$ cat src/rtl/kmhrb_pkg.sv
`default_nettype none

package kmhrb_pkg;

    localparam int MATRIX_ROWS_DEF = 8;
    localparam int MATRIX_COLS_DEF = 8;
    localparam int KEY_SLOTS_DEF   = 6;
    localparam int MAX_SLOTS       = 6;

    localparam int KEY_W      = 6;
    localparam int LINE_W     = 3;
    localparam int LAYOUT_DEPTH = 64;
    localparam int CFG_DATA_W = 32;
    localparam int CFG_ADDR_W = 3;

    localparam logic OP_LAYOUT = 1'b0;
    localparam logic OP_SCAN   = 1'b1;

    localparam logic REG_FN_POS   = 1'b0;
    localparam logic REG_LOCK_POS = 1'b1;

    localparam logic [KEY_W-1:0] FN_POS_RESET   = 6'd63;
    localparam logic [KEY_W-1:0] LOCK_POS_RESET = 6'd23;

    typedef struct packed {
        logic        operation;
        logic [5:0]  key_index;
        logic [7:0]  base_code;
        logic [7:0]  layer_code;
        logic [7:0]  base_word;
        logic [7:0]  layer_word;
        logic [63:0] matrix_levels;
    } t_in_item;

    typedef struct packed {
        logic [7:0] modifier_byte;
        logic [7:0] slot_zero;
        logic [7:0] slot_one;
        logic [7:0] slot_two;
        logic [7:0] slot_three;
        logic [7:0] slot_four;
        logic [7:0] slot_five;
    } t_out_item;

    typedef struct packed {
        logic [7:0] layer_word;
        logic [7:0] base_word;
        logic [7:0] layer_code;
        logic [7:0] base_code;
    } t_layout_entry;

    typedef struct packed {
        logic       clear;
        logic       op_valid;
        logic       release_key;
        logic [7:0] code;
    } t_slot_ctl;

    typedef logic [MAX_SLOTS-1:0][7:0] t_slot_array;

endpackage

`default_nettype wire

$ cat src/rtl/kmhrb_ram.sv
`default_nettype none

module kmhrb_ram #(
    parameter int WIDTH = 32,
    parameter int DEPTH = 64
) (
    input  wire logic                     i_clk,
    input  wire logic                     i_we,
    input  wire logic [$clog2(DEPTH)-1:0] i_waddr,
    input  wire logic [WIDTH-1:0]         i_wdata,
    input  wire logic [$clog2(DEPTH)-1:0] i_raddr,
    output logic      [WIDTH-1:0]         o_rdata
);

    logic [WIDTH-1:0] r_mem [DEPTH];
    logic [WIDTH-1:0] r_rdata;

    always_ff @(posedge i_clk) begin
        if (i_we) begin
            r_mem[i_waddr] <= i_wdata;
        end
        r_rdata <= r_mem[i_raddr];
    end

    assign o_rdata = r_rdata;

endmodule

`default_nettype wire

$ cat src/rtl/kmhrb_slots.sv
`default_nettype none

module kmhrb_slots #(
    parameter int KEY_SLOTS = kmhrb_pkg::KEY_SLOTS_DEF
) (
    input  wire logic                   i_clk,
    input  wire logic                   i_rst_n,
    input  wire kmhrb_pkg::t_slot_ctl   i_ctl,
    output kmhrb_pkg::t_slot_array      o_slots
);

    logic [7:0] r_slot [KEY_SLOTS];
    logic [7:0] n_slot [KEY_SLOTS];
    logic       found;

    // first-match search: empty slot on press, equal code on release
    always_comb begin
        n_slot = r_slot;
        found  = 1'b0;
        if (i_ctl.clear) begin
            for (int i = 0; i < KEY_SLOTS; i++) begin
                n_slot[i] = 8'h00;
            end
        end else if (i_ctl.op_valid) begin
            for (int i = 0; i < KEY_SLOTS; i++) begin
                if (!found && (i_ctl.release_key ? (r_slot[i] == i_ctl.code)
                                                 : (r_slot[i] == 8'h00))) begin
                    n_slot[i] = i_ctl.release_key ? 8'h00 : i_ctl.code;
                    found     = 1'b1;
                end
            end
        end
    end

    always_ff @(posedge i_clk) begin
        if (!i_rst_n) begin
            for (int i = 0; i < KEY_SLOTS; i++) begin
                r_slot[i] <= 8'h00;
            end
        end else begin
            r_slot <= n_slot;
        end
    end

    for (genvar g = 0; g < kmhrb_pkg::MAX_SLOTS; g++) begin : g_out
        if (g < KEY_SLOTS) begin : g_used
            assign o_slots[g] = r_slot[g];
        end else begin : g_unused
            assign o_slots[g] = 8'h00;
        end
    end

endmodule

`default_nettype wire

$ cat src/rtl/keyboard_matrix_hid_report_builder.sv
// Boot keyboard report builder for a key matrix of up to 8x8 keys.
// Input channel (i_in_valid / o_in_stall) carries two kinds of request:
// a layout write, stored in a 64-entry table, and a matrix scan (bit
// row*8+col, 0 pressed). A scan is compared with the last one; while
// unlocked, changes update the modifier byte and six key slots, and when
// anything changed one report (boot report without its reserved byte, 7
// bytes) is put on the output channel (o_out_valid / i_out_stall).
// A scan walks the keys in passes: each key is read from the table (S_RD)
// and then handled (S_EX), with an extra step (S_EX2) for each ordinary
// key swapped on an FN edge. An FN edge adds a pass over all keys before
// the key pass; while locked only that FN pass runs, if any. Each key costs
// one table read; ordinary key changes use the shared slot search unit.
// The first scan after reset only records the matrix and sends nothing.
// The input stalls while a scan is in progress. A finished report sits in
// the output register; if the receiver still holds the previous one, the
// block waits there with the input stalled until it is taken.
// Reset clears the report, the FN and lock state and the saved matrix (all
// released); the layout table holds garbage until written.
// Config: APB registers fn key position at 0x0, lock key position at 0x4.
`default_nettype none

module keyboard_matrix_hid_report_builder #(
    parameter int MATRIX_ROWS      = kmhrb_pkg::MATRIX_ROWS_DEF,
    parameter int MATRIX_COLS      = kmhrb_pkg::MATRIX_COLS_DEF,
    parameter int REPORT_KEY_SLOTS = kmhrb_pkg::KEY_SLOTS_DEF
) (
    input  wire logic                                i_clk,
    input  wire logic                                i_rst_n,
    input  wire logic                                i_in_valid,
    output logic                                     o_in_stall,
    input  wire kmhrb_pkg::t_in_item                 i_in_data,
    output logic                                     o_out_valid,
    input  wire logic                                i_out_stall,
    output kmhrb_pkg::t_out_item                     o_out_data,
    input  wire logic                                psel,
    input  wire logic                                penable,
    input  wire logic                                pwrite,
    input  wire logic [kmhrb_pkg::CFG_ADDR_W-1:0]    paddr,
    input  wire logic [kmhrb_pkg::CFG_DATA_W-1:0]    pwdata,
    output logic      [kmhrb_pkg::CFG_DATA_W-1:0]    prdata,
    output logic                                     pready
);

    localparam logic [2:0] S_IDLE = 3'd0;
    localparam logic [2:0] S_RD   = 3'd1;
    localparam logic [2:0] S_EX   = 3'd2;
    localparam logic [2:0] S_EX2  = 3'd3;
    localparam logic [2:0] S_OUT  = 3'd4;

    localparam logic PH_FN  = 1'b0;
    localparam logic PH_KEY = 1'b1;

    localparam logic [kmhrb_pkg::LINE_W-1:0] ROW_LAST =
        kmhrb_pkg::LINE_W'(MATRIX_ROWS - 1);
    localparam logic [kmhrb_pkg::LINE_W-1:0] COL_LAST =
        kmhrb_pkg::LINE_W'(MATRIX_COLS - 1);

    logic [2:0]  r_state, n_state;
    logic        r_phase, n_phase;
    logic [kmhrb_pkg::LINE_W-1:0] r_row, n_row, r_col, n_col;
    logic [63:0] r_cur, n_cur, r_prev, n_prev;
    logic [7:0]  r_mod, n_mod;
    logic        r_fn_active, n_fn_active;
    logic        r_lock_active, n_lock_active;
    logic        r_started, n_started;
    logic        r_send, n_send;
    logic [kmhrb_pkg::KEY_W-1:0] r_fn_pos, r_lock_pos;

    logic                      r_out_valid;
    kmhrb_pkg::t_out_item      r_out;
    kmhrb_pkg::t_slot_array    slots;
    kmhrb_pkg::t_slot_ctl      slot_ctl;
    kmhrb_pkg::t_layout_entry  entry;
    logic [31:0]               ram_rdata;

    logic                      in_accept;
    logic                      cfg_write;
    logic                      out_load;
    logic                      advance;
    logic                      lock_down;
    logic                      fn_down;
    logic                      cur_bit;
    logic                      prev_bit;
    logic                      is_mod;
    logic [7:0]                sel_code;
    logic [kmhrb_pkg::KEY_W-1:0] key_idx;

    assign in_accept = i_in_valid && !o_in_stall;
    assign o_in_stall = (r_state != S_IDLE);

    assign key_idx  = {r_row, r_col};
    assign entry    = kmhrb_pkg::t_layout_entry'(ram_rdata);
    assign is_mod   = (entry.base_code != entry.base_word);
    assign cur_bit  = r_cur[key_idx];
    assign prev_bit = r_prev[key_idx];
    assign sel_code = r_fn_active ? entry.layer_code : entry.base_code;
    assign lock_down = !i_in_data.matrix_levels[r_lock_pos];
    assign fn_down   = !i_in_data.matrix_levels[r_fn_pos];

    kmhrb_ram #(
        .WIDTH ($bits(kmhrb_pkg::t_layout_entry)),
        .DEPTH (kmhrb_pkg::LAYOUT_DEPTH)
    ) u_layout (
        .i_clk   (i_clk),
        .i_we    (in_accept && (i_in_data.operation == kmhrb_pkg::OP_LAYOUT)),
        .i_waddr (i_in_data.key_index),
        .i_wdata ({i_in_data.layer_word, i_in_data.base_word,
                   i_in_data.layer_code, i_in_data.base_code}),
        .i_raddr (key_idx),
        .o_rdata (ram_rdata)
    );

    kmhrb_slots #(
        .KEY_SLOTS (REPORT_KEY_SLOTS)
    ) u_slots (
        .i_clk   (i_clk),
        .i_rst_n (i_rst_n),
        .i_ctl   (slot_ctl),
        .o_slots (slots)
    );

    always_comb begin
        n_state       = r_state;
        n_phase       = r_phase;
        n_row         = r_row;
        n_col         = r_col;
        n_cur         = r_cur;
        n_prev        = r_prev;
        n_mod         = r_mod;
        n_fn_active   = r_fn_active;
        n_lock_active = r_lock_active;
        n_started     = r_started;
        n_send        = r_send;
        slot_ctl      = '0;
        advance       = 1'b0;

        case (r_state)
            S_IDLE: begin
                if (in_accept && (i_in_data.operation == kmhrb_pkg::OP_SCAN)) begin
                    n_cur = i_in_data.matrix_levels;
                    if (!r_started) begin
                        n_prev    = i_in_data.matrix_levels;
                        n_started = 1'b1;
                    end else begin
                        n_send = 1'b0;
                        if (!r_lock_active && lock_down) begin
                            n_mod          = 8'h00;
                            slot_ctl.clear = 1'b1;
                            n_send         = 1'b1;
                        end
                        n_lock_active = lock_down;
                        n_fn_active   = fn_down;
                        n_row         = '0;
                        n_col         = '0;
                        if (fn_down != r_fn_active) begin
                            n_phase = PH_FN;
                            n_state = S_RD;
                        end else if (!lock_down) begin
                            n_phase = PH_KEY;
                            n_state = S_RD;
                        end else begin
                            n_state = S_OUT;
                        end
                    end
                end
            end
            S_RD: begin
                n_state = S_EX;
            end
            S_EX: begin
                advance = 1'b1;
                if (r_phase == PH_FN) begin
                    // held key moves between layers on an fn edge
                    if (!prev_bit && !cur_bit && (entry.base_code != entry.layer_code)) begin
                        n_send = 1'b1;
                        if (is_mod) begin
                            n_mod = r_fn_active ? ((r_mod & ~entry.base_code) | entry.layer_code)
                                                : ((r_mod & ~entry.layer_code) | entry.base_code);
                        end else begin
                            slot_ctl.op_valid    = 1'b1;
                            slot_ctl.release_key = 1'b1;
                            slot_ctl.code        = r_fn_active ? entry.base_code
                                                               : entry.layer_word;
                            advance              = 1'b0;
                            n_state              = S_EX2;
                        end
                    end
                end else begin
                    if (prev_bit != cur_bit) begin
                        n_send = 1'b1;
                        if (is_mod) begin
                            n_mod = cur_bit ? (r_mod & ~sel_code) : (r_mod | sel_code);
                        end else begin
                            slot_ctl.op_valid    = 1'b1;
                            slot_ctl.release_key = cur_bit;
                            slot_ctl.code        = sel_code;
                        end
                    end
                end
            end
            S_EX2: begin
                slot_ctl.op_valid    = 1'b1;
                slot_ctl.release_key = 1'b0;
                slot_ctl.code        = r_fn_active ? entry.layer_word : entry.base_word;
                advance              = 1'b1;
            end
            S_OUT: begin
                n_prev = r_cur;
                if (!r_send || !r_out_valid || !i_out_stall) begin
                    n_state = S_IDLE;
                end
            end
            default: begin
                n_state = S_IDLE;
            end
        endcase

        if (advance) begin
            n_state = S_RD;
            if (r_col == COL_LAST) begin
                n_col = '0;
                if (r_row == ROW_LAST) begin
                    n_row = '0;
                    if ((r_phase == PH_FN) && !r_lock_active) begin
                        n_phase = PH_KEY;
                    end else begin
                        n_state = S_OUT;
                    end
                end else begin
                    n_row = r_row + 1'b1;
                end
            end else begin
                n_col = r_col + 1'b1;
            end
        end
    end

    assign out_load = (r_state == S_OUT) && r_send && (!r_out_valid || !i_out_stall);

    always_ff @(posedge i_clk) begin
        if (!i_rst_n) begin
            r_state       <= S_IDLE;
            r_phase       <= PH_FN;
            r_row         <= '0;
            r_col         <= '0;
            r_prev        <= '1;
            r_mod         <= 8'h00;
            r_fn_active   <= 1'b0;
            r_lock_active <= 1'b0;
            r_started     <= 1'b0;
            r_send        <= 1'b0;
            r_out_valid   <= 1'b0;
        end else begin
            r_state       <= n_state;
            r_phase       <= n_phase;
            r_row         <= n_row;
            r_col         <= n_col;
            r_prev        <= n_prev;
            r_mod         <= n_mod;
            r_fn_active   <= n_fn_active;
            r_lock_active <= n_lock_active;
            r_started     <= n_started;
            r_send        <= n_send;
            if (out_load) begin
                r_out_valid <= 1'b1;
            end else if (!i_out_stall) begin
                r_out_valid <= 1'b0;
            end
        end
    end

    always_ff @(posedge i_clk) begin
        r_cur <= n_cur;
        if (out_load) begin
            r_out.modifier_byte <= r_mod;
            r_out.slot_zero     <= slots[0];
            r_out.slot_one      <= slots[1];
            r_out.slot_two      <= slots[2];
            r_out.slot_three    <= slots[3];
            r_out.slot_four     <= slots[4];
            r_out.slot_five     <= slots[5];
        end
    end

    assign o_out_valid = r_out_valid;
    assign o_out_data  = r_out;

    // register file
    assign pready    = 1'b1;
    assign cfg_write = psel && penable && pwrite && pready;

    always_ff @(posedge i_clk) begin
        if (!i_rst_n) begin
            r_fn_pos   <= kmhrb_pkg::FN_POS_RESET;
            r_lock_pos <= kmhrb_pkg::LOCK_POS_RESET;
        end else if (cfg_write) begin
            if (paddr[2] == kmhrb_pkg::REG_LOCK_POS) begin
                r_lock_pos <= pwdata[kmhrb_pkg::KEY_W-1:0];
            end else begin
                r_fn_pos <= pwdata[kmhrb_pkg::KEY_W-1:0];
            end
        end
    end

    assign prdata = (paddr[2] == kmhrb_pkg::REG_FN_POS)
                  ? kmhrb_pkg::CFG_DATA_W'(r_fn_pos)
                  : kmhrb_pkg::CFG_DATA_W'(r_lock_pos);

endmodule

`default_nettype wire

$ cat config.mk
export PLATFORM = sky130hd
export DESIGN_NAME = keyboard_matrix_hid_report_builder
export DESIGN_NICKNAME = d
export VERILOG_FILES = /design/src/rtl/kmhrb_pkg.sv /design/src/rtl/kmhrb_ram.sv /design/src/rtl/kmhrb_slots.sv /design/src/rtl/keyboard_matrix_hid_report_builder.sv
export SDC_FILE = /design/constraint.sdc
export NUM_CORES = 2
export LEC_CHECK = 0
export BUFFER_PORTS_ARGS = -buffer_cell sky130_fd_sc_hd__buf_2
export CORE_ASPECT_RATIO = 0.5
export CORE_MARGIN = 1.5
export CORE_UTILIZATION = 55
export CTS_CLUSTER_DIAMETER = 100
export DETAILED_ROUTE_END_ITERATION = 12
export PLACE_DENSITY = 0.77
export SLEW_MARGIN = 20
export SYNTH_ARGS = -nofsm -noshare
export SYNTH_HDL_FRONTEND = slang
export SYNTH_SLANG_ARGS = --single-unit
$ cat constraint.sdc
create_clock -name i_clk -period 6.78 [get_ports i_clk]
set_clock_uncertainty 0.15 [all_clocks]
set_input_delay 0.339 -clock i_clk [delete_from_list [all_inputs] [get_ports i_clk]]
set_output_delay 0.339 -clock i_clk [all_outputs]
set_load 0.02 [all_outputs]
# Word level (Yosys, flattened, before mapping)
# Memory sizes are Yosys's and may differ from the RTL's. A register that Yosys moved wholly into a read port is not among the register bits.
# Index checks and enable logic that the tools add are counted.
dict set report totals {
  register_bits 267
  ram_bits 2048
  out_inout_bits 91
  word_cells 244
  memories 1
}
# memory words width read_ports rd_ports_with_merged_regs write_ports line
set memory_table {}
lappend memory_table {u_layout.r_mem 64 32 1 1 1 kmhrb_ram.sv:15} ;# logic [WIDTH-1:0] r_mem [DEPTH];
dict set report classes {
  addsub 2
  order_cmp 3
  n_eq_ne 31
  n_mux 105
  bitwise 13
  n_reduce_logical 62
}
# op n
set op_table {}
lappend op_table {{$mux W64} 2}
lappend op_table {{$pmux W64 S2} 1}
lappend op_table {{$mux W8} 14}
lappend op_table {{$mux W3} 23}
lappend op_table {{$mux W1} 50}
lappend op_table {{$mux W10} 5}
lappend op_table {{$eq A8 B8 Y1} 6}
lappend op_table {{$logic_not A8 Y1} 6}
lappend op_table {{$and A8 B8 Y8} 3}
lappend op_table {{$bmux W1 S6} 4}
lappend op_table {{$ne A3 B3 Y1 const B} 8}
lappend op_table {{$not A8 Y8} 3}
lappend op_table {{$or A8 B8 Y8} 3}
lappend op_table {{$lt A6 B7 Y1 const B} 3}
lappend op_table {{$pmux W10 S2} 1}
lappend op_table {{$reduce_and A2 Y1} 9}
lappend op_table {{$logic_and A1 B1 Y1} 16}
lappend op_table {{$ne A8 B8 Y1} 2}
lappend op_table {{$pmux W8 S2} 1}
lappend op_table {{$pmux W3 S5} 1}
lappend op_table {{$logic_not A1 Y1} 14}
lappend op_table {{$reduce_and A7 Y1} 2}
lappend op_table {{$ne A2 B2 Y1 const B} 6}
lappend op_table {{$reduce_bool A2 Y1} 5}
lappend op_table {{15 further kinds} 28}

# Longest topological paths before layout
dict set report logic_depth {
  word_depth 36
  ltp_mapped 21
  depth_no_buf 16
}

# Cells and area by module
# From an unflattened synthesis, not the netlist that was laid out.
dict set report hier_totals {
  hier_cells 4547
  area_unflattened_um2 92246.0
}
# module instances cells_each area_each_um2 seq_area_each_um2
set by_module_without_submodules {}
lappend by_module_without_submodules {kmhrb_ram 1 3362 78405.2 62139.6}
lappend by_module_without_submodules {keyboard_matrix_hid_report_builder 1 890 11099.4 5585.4}
lappend by_module_without_submodules {kmhrb_slots 1 295 2741.4 960.9}

# Worst setup path after synthesis
# Ideal clock, no wire load.
dict set report synth_path {
  path_kind {reg-to-reg}
  startpoint {reg r_col[0] (netlist bit)}
  endpoint {reg u_slots.r_slot, in the netlist u_slots.o_slots[24]}
  setup_ns 0.118
  arrival_time_ns 5.191
  path_slack_ns 1.321
  stages_incl_launch_ff 20
  period_less_slack_ns 5.459
  path_cell_list {dfxtp_1 -> buf_6 -> buf_12 -> buf_6 -> clkbuf_1 -> mux4_2 -> mux4_2 -> mux4_2 -> inv_1 -> ha_1 -> and2_1 -> o21ai_4 -> o22a_1 -> buf_2 -> xnor2_1 -> nor4_1 -> a41o_4 -> a2111oi_4 -> mux2i_1 -> nor2_2}
}
dict set report synth_between {
  elab_chain_len 26
  word_cells_on_any_way 39
}
# item line
set synth_rtl {}
lappend synth_rtl {{from (decl)} keyboard_matrix_hid_report_builder.sv:60} ;# logic [kmhrb_pkg::LINE_W-1:0] r_row, n_row, r_col, n_col;
lappend synth_rtl {{from (signal assigned)} keyboard_matrix_hid_report_builder.sv:257} ;# r_col <= n_col;
lappend synth_rtl {{$bmux W1 S6, on equally long branches} {keyboard_matrix_hid_report_builder.sv:95, keyboard_matrix_hid_report_builder.sv:94}}
lappend synth_rtl {{$mux W1, on equally long branches} {keyboard_matrix_hid_report_builder.sv:95, keyboard_matrix_hid_report_builder.sv:94}}
lappend synth_rtl {{$logic_not A1 Y1} keyboard_matrix_hid_report_builder.sv:174} ;# if (!prev_bit && !cur_bit && (entry.base_code != entry.layer_code)) begin
lappend synth_rtl {{$logic_and A1 B1 Y1 (2 in a row)} keyboard_matrix_hid_report_builder.sv:174}
lappend synth_rtl {{$mux W10} keyboard_matrix_hid_report_builder.sv:174}
lappend synth_rtl {{$mux W10 (*)} keyboard_matrix_hid_report_builder.sv:172} ;# if (r_phase == PH_FN) begin
lappend synth_rtl {{$pmux W10 S2 (*)} keyboard_matrix_hid_report_builder.sv:137} ;# case (r_state)
lappend synth_rtl {{$eq A8 B8 Y1} kmhrb_slots.sv:26} ;# if (!found && (i_ctl.release_key ? (r_slot[i] == i_ctl.code)
lappend synth_rtl {{[... 9 more ...]} n/a}
lappend synth_rtl {{$logic_not A1 Y1} kmhrb_slots.sv:26}
lappend synth_rtl {{$logic_and A1 B1 Y1} kmhrb_slots.sv:26}
lappend synth_rtl {{$mux W1} kmhrb_slots.sv:26}
lappend synth_rtl {{$mux W1} kmhrb_slots.sv:24} ;# end else if (i_ctl.op_valid) begin
lappend synth_rtl {{$mux W1} kmhrb_slots.sv:20} ;# if (i_ctl.clear) begin
lappend synth_rtl {{$logic_not A1 Y1} kmhrb_slots.sv:26}
lappend synth_rtl {{$logic_and A1 B1 Y1} kmhrb_slots.sv:26}
lappend synth_rtl {{$reduce_and A2 Y1 (no source line)} n/a}
lappend synth_rtl {{to (signal assigned)} kmhrb_slots.sv:41} ;# r_slot <= n_slot;
lappend synth_rtl {{to (decl)} kmhrb_slots.sv:12} ;# logic [7:0] r_slot [KEY_SLOTS];
# Every way passes the cells marked *; elsewhere a longest branch is shown, timed or not. The select of a mux whose other input is x is not followed.
# A chain may end at the register's enable or synchronous reset.

# Final worst setup path
dict set report layout_path {
  startpoint {reg r_col[0] (netlist bit)}
  endpoint {reg u_slots.r_slot, in the netlist u_slots.o_slots[28]}
}
# Same word-level chain as after synthesis.

==> results.md <==
- Min-delay src: psel
- Min Tclk post-route: ~6 ns
- First-pass GRT wire length: ~350 mm
- Tot GR Track Use: 28.84%
- Crit path kind: reg2reg
- CTS buffer count: ~190
- Worst EP required: about 7.3 ns
- Final Hold Viols: 0
- Number of synthesized flops with an enable pin: approximately 2200
- Total core area: 166800 sq um
- Placer Congestion: approximately 0.86
- Max VDD drop: 460.5 uV
- Synth cell count leaders: edfxtp_1, mux4_2, dfxtp_1, clkbuf_1, mux2i_1
- Clock root cell: clkbuf_16
- R2R depth: 16
- DP HPWL: 124.3 mm
- Antenna-violating nets left: 0
- Cell area after placement: between 90000 and 100000 sq um
- Asr flop ratio synth: 0%
- Cell taking the most area after synthesis: edfxtp_1
- Finish-stage setup viols: 0
- Vias/cell: just under 7
- Ys Warns: 0
- Via Count: between 40000 and 50000
- Crit-path max FO: 38
- Worst-margin pin slew: 1.334 ns
- HP Class: in2reg
- Port Buf Inserts: 180
- Final-stage net count: between 4000 and 5000
- Post-Synth Adder-Cell Area: less than 1%
- Share of layout cells above drive strength 1: a little under a third
- Hold Path End: r_lock_pos[1]$_SDFFE_PN1P_
- Clk sinks: ~2300
- Fmax: between 0.15 and 0.2 GHz
- Die area: 170300 sq um
- Worst-Skew Late Latency: between 0.8 and 0.9 ns
- Post-synth top area share: between 70 and 80%
- Post-route cell area: about 100000 sq um
- DR iter-0 viols: 7402
- Row count: between 100 and 150
- Die W: between 500 and 600 microns
- Critical R2R Launch: r_col[0]$_SDFFE_PN0P_
- Yosys reg bits: 2347
- Mux share of post-synthesis cell area: around a fifth
- CTS tree: done
- Status: completed
- Simple-gate share of the synthesized area: approximately 1.9%
- CTS Buffer Depth: 3
- PD cells: around 310 nW/um^2
- Hold Slack: approximately 0.066 ns
- Worst hold stages: 4
- Max_slew headroom: ~11%
- Post-route clock period utilization: ~88%
- WL final: between 200 and 250 mm
- Pin count of the biggest net entering global routing: about 140
- I/O Pins: approximately 240
- Clock transition at path regs: roughly 0.070 ns
- Register area share after synthesis: roughly three quarters
- Wirelength per Cell: between 30 and 40 microns
- # resized after CTS: 0
- Critical path endpoint category: flip-flop
- Area contributors post-synth: edfxtp_1, mux4_2, dfxtp_1
- CP arrival: roughly 6.5 ns
- Post-Synth XOR/XNOR Area: less than 1%
- Syn avg cell area: approximately 22 sq um
- Netlist cell types: 73
- Initial Util: a little under three fifths
- Area Overhead vs Synth: 12.06%
- Post-Syn Instances: 4190
- Post-CTS setup buffers: 0
- Pre-antenna DRT Iters: 6
- Largest family of logic cells by synthesized area: multiplexers
- Remaining DRCs: 0
- Startpoint Class: flip-flop
- Setup TNS: 0 ns
- Worst r2r dst: u_slots.o_slots[28]$_SDFFE_PP0P_
- H-tree Lvls: 4
- Max Cap Viol: 0
- Initial antenna violation count: 19
- Vias in the first global route: 47620
- Leakage: 31.60 nW
- Hold bufs inserted after CTS: 87
- R2R Setup Slk: between 0.8 and 0.9 ns
- Main flop type after synthesis: edfxtp_1
- Layout Utilization: between 60 and 70%
- Max Slew Vio Count: 0
- Die Y: roughly 290 microns
- Total grt overflow: 0
- RSZ-0062 raised after global routing: false
- Synthesized cell area: 92230 sq um
- Top-count cell post-synth: edfxtp_1
- Synth Area in Compound Gates: under 10%
## how the worst max path moves through the flow
stage / startpoint / to / slack, ns / cells after the start
global placement: r_col[0]$_SDFFE_PN0P_ / u_slots.o_slots[29]$_SDFFE_PP0P_ / 0.90 / 16
global route: r_col[0]$_SDFFE_PN0P_ / u_slots.o_slots[31]$_SDFFE_PP0P_ / 0.52 / 16
CTS: r_col[0]$_SDFFE_PN0P_ / u_slots.o_slots[28]$_SDFFE_PP0P_ / 0.82 / 16
floorplan: r_col[0]$_SDFFE_PN0P_ / u_slots.o_slots[24]$_SDFFE_PP0P_ / 1.32 / 19
detailed placement: r_col[0]$_SDFFE_PN0P_ / u_slots.o_slots[28]$_SDFFE_PP0P_ / 0.82 / 16
finish: r_col[0]$_SDFFE_PN0P_ / u_slots.o_slots[28]$_SDFFE_PP0P_ / 0.82 / 16
## power breakdown
| part | switching, mW | internal (mW) |
|---|---|---|
| logic | 2.40 | 2.17 |
| clock network | 5.18 | 5.77 |
| registers | 0.307 | 16.2 |
## cells by family (layout without fill, tap and decap cells)
| family | count (synthesis) | count (layout) |
|---|---|---|
| xor gates and xnor gates | 66 | 66 |
| other | 2 | 34 |
| buffers and inverters | 285 | 750 |
| DFF | 2347 | 2347 |
| AOI/OAI and AO/OA | 178 | 178 |
| adders and majority gates | 5 | 5 |
| muxes | 923 | 923 |
| and+or+nand+nor | 384 | 384 |
## sequential cells by signal, summed over array words and instances, names as in the netlist, 3 cells and up
name / flops
u_slots.o_slots: 48
u_layout.o_rdata: 32
r_row: 3
r_mod: 8
r_cur: 64
r_fn_pos: 6
r_lock_pos: 6
u_layout.r_mem: 2048
r_prev: 64
r_col: 3
o_out_data: 56
r_state: 3
## metrics by stage
| step | std cells | setup slack (ns) | power, mW |
|---|---|---|---|
| after CTS | 6869 | 0.8191 | 32.03 |
| after detailed placement | 6429 | 0.8153 | 21.17 |
| final | 6901 | 0.8218 | 31.99 |
| after global placement | 6427 | 0.8951 | 21.01 |
| after global routing | 6897 | 0.5172 | 32.86 |
| after floorplan | 4215 | 1.321 | 19.93 |
## cell type report
class,count,area [sq um]
sequential,2347,68710
antenna,7,17.52
fill,10530,63490
clock inverter,107,864.6
timing repair buffer,390,2985
tap,2214,2770
multi-input combinational,1583,22870
clock buffer,246,5112
inverter,7,26.28
## cells in the final DEF, fill, tap and decap left out, types with 10 or more instances in the layout
master / count
edfxtp_1: 2168
mux4_2: 736
clkbuf_16: 196
dfxtp_1: 172
buf_2: 157
mux2i_1: 150
nand2_1: 144
dlygate4sd3_1: 111
buf_4: 108
nor2_1: 82
xnor2_1: 66
o211ai_1: 65
nor2_4: 64
clkbuf_1: 48
clkinv_1: 45
clkinv_2: 35
a21oi_1: 32
mux2_2: 30
conb_1: 27
o21ai_0: 22
nor4_1: 22
nor3_1: 11
bufinv_16: 11
buf_12: 10
## critical path, stage by stage, from the launching register on
cell and delay, ns:
dfxtp_4 0.84, mux4_1 0.70, mux2i_1 0.16, mux2i_1 0.09
a2111o_2 0.50, a21boi_0 0.16, inv_1 0.22, ha_1 0.25
and2_1 0.20, o21ai_4 0.29, o22a_1 0.43, xnor2_1 0.13
nor4_1 0.32, a31oi_1 0.20, a2111oi_4 0.75, mux2i_1 0.34
nor2_2 0.05
## per-layer routing
metal / vias up / wire, microns / track usage [%] / share of wire (%)
met4: 8 / 8490 / 9.672 / 3.5
met1: 25090 / 85860 / 38.70 / 35
met3: 624 / 30440 / 7.106 / 12
met5: - / 56 / 0 / 0.023
met2: 3853 / 119500 / 46.87 / 49
li1: 18200 / - / - / -
(Power assumes the default switching activity.)
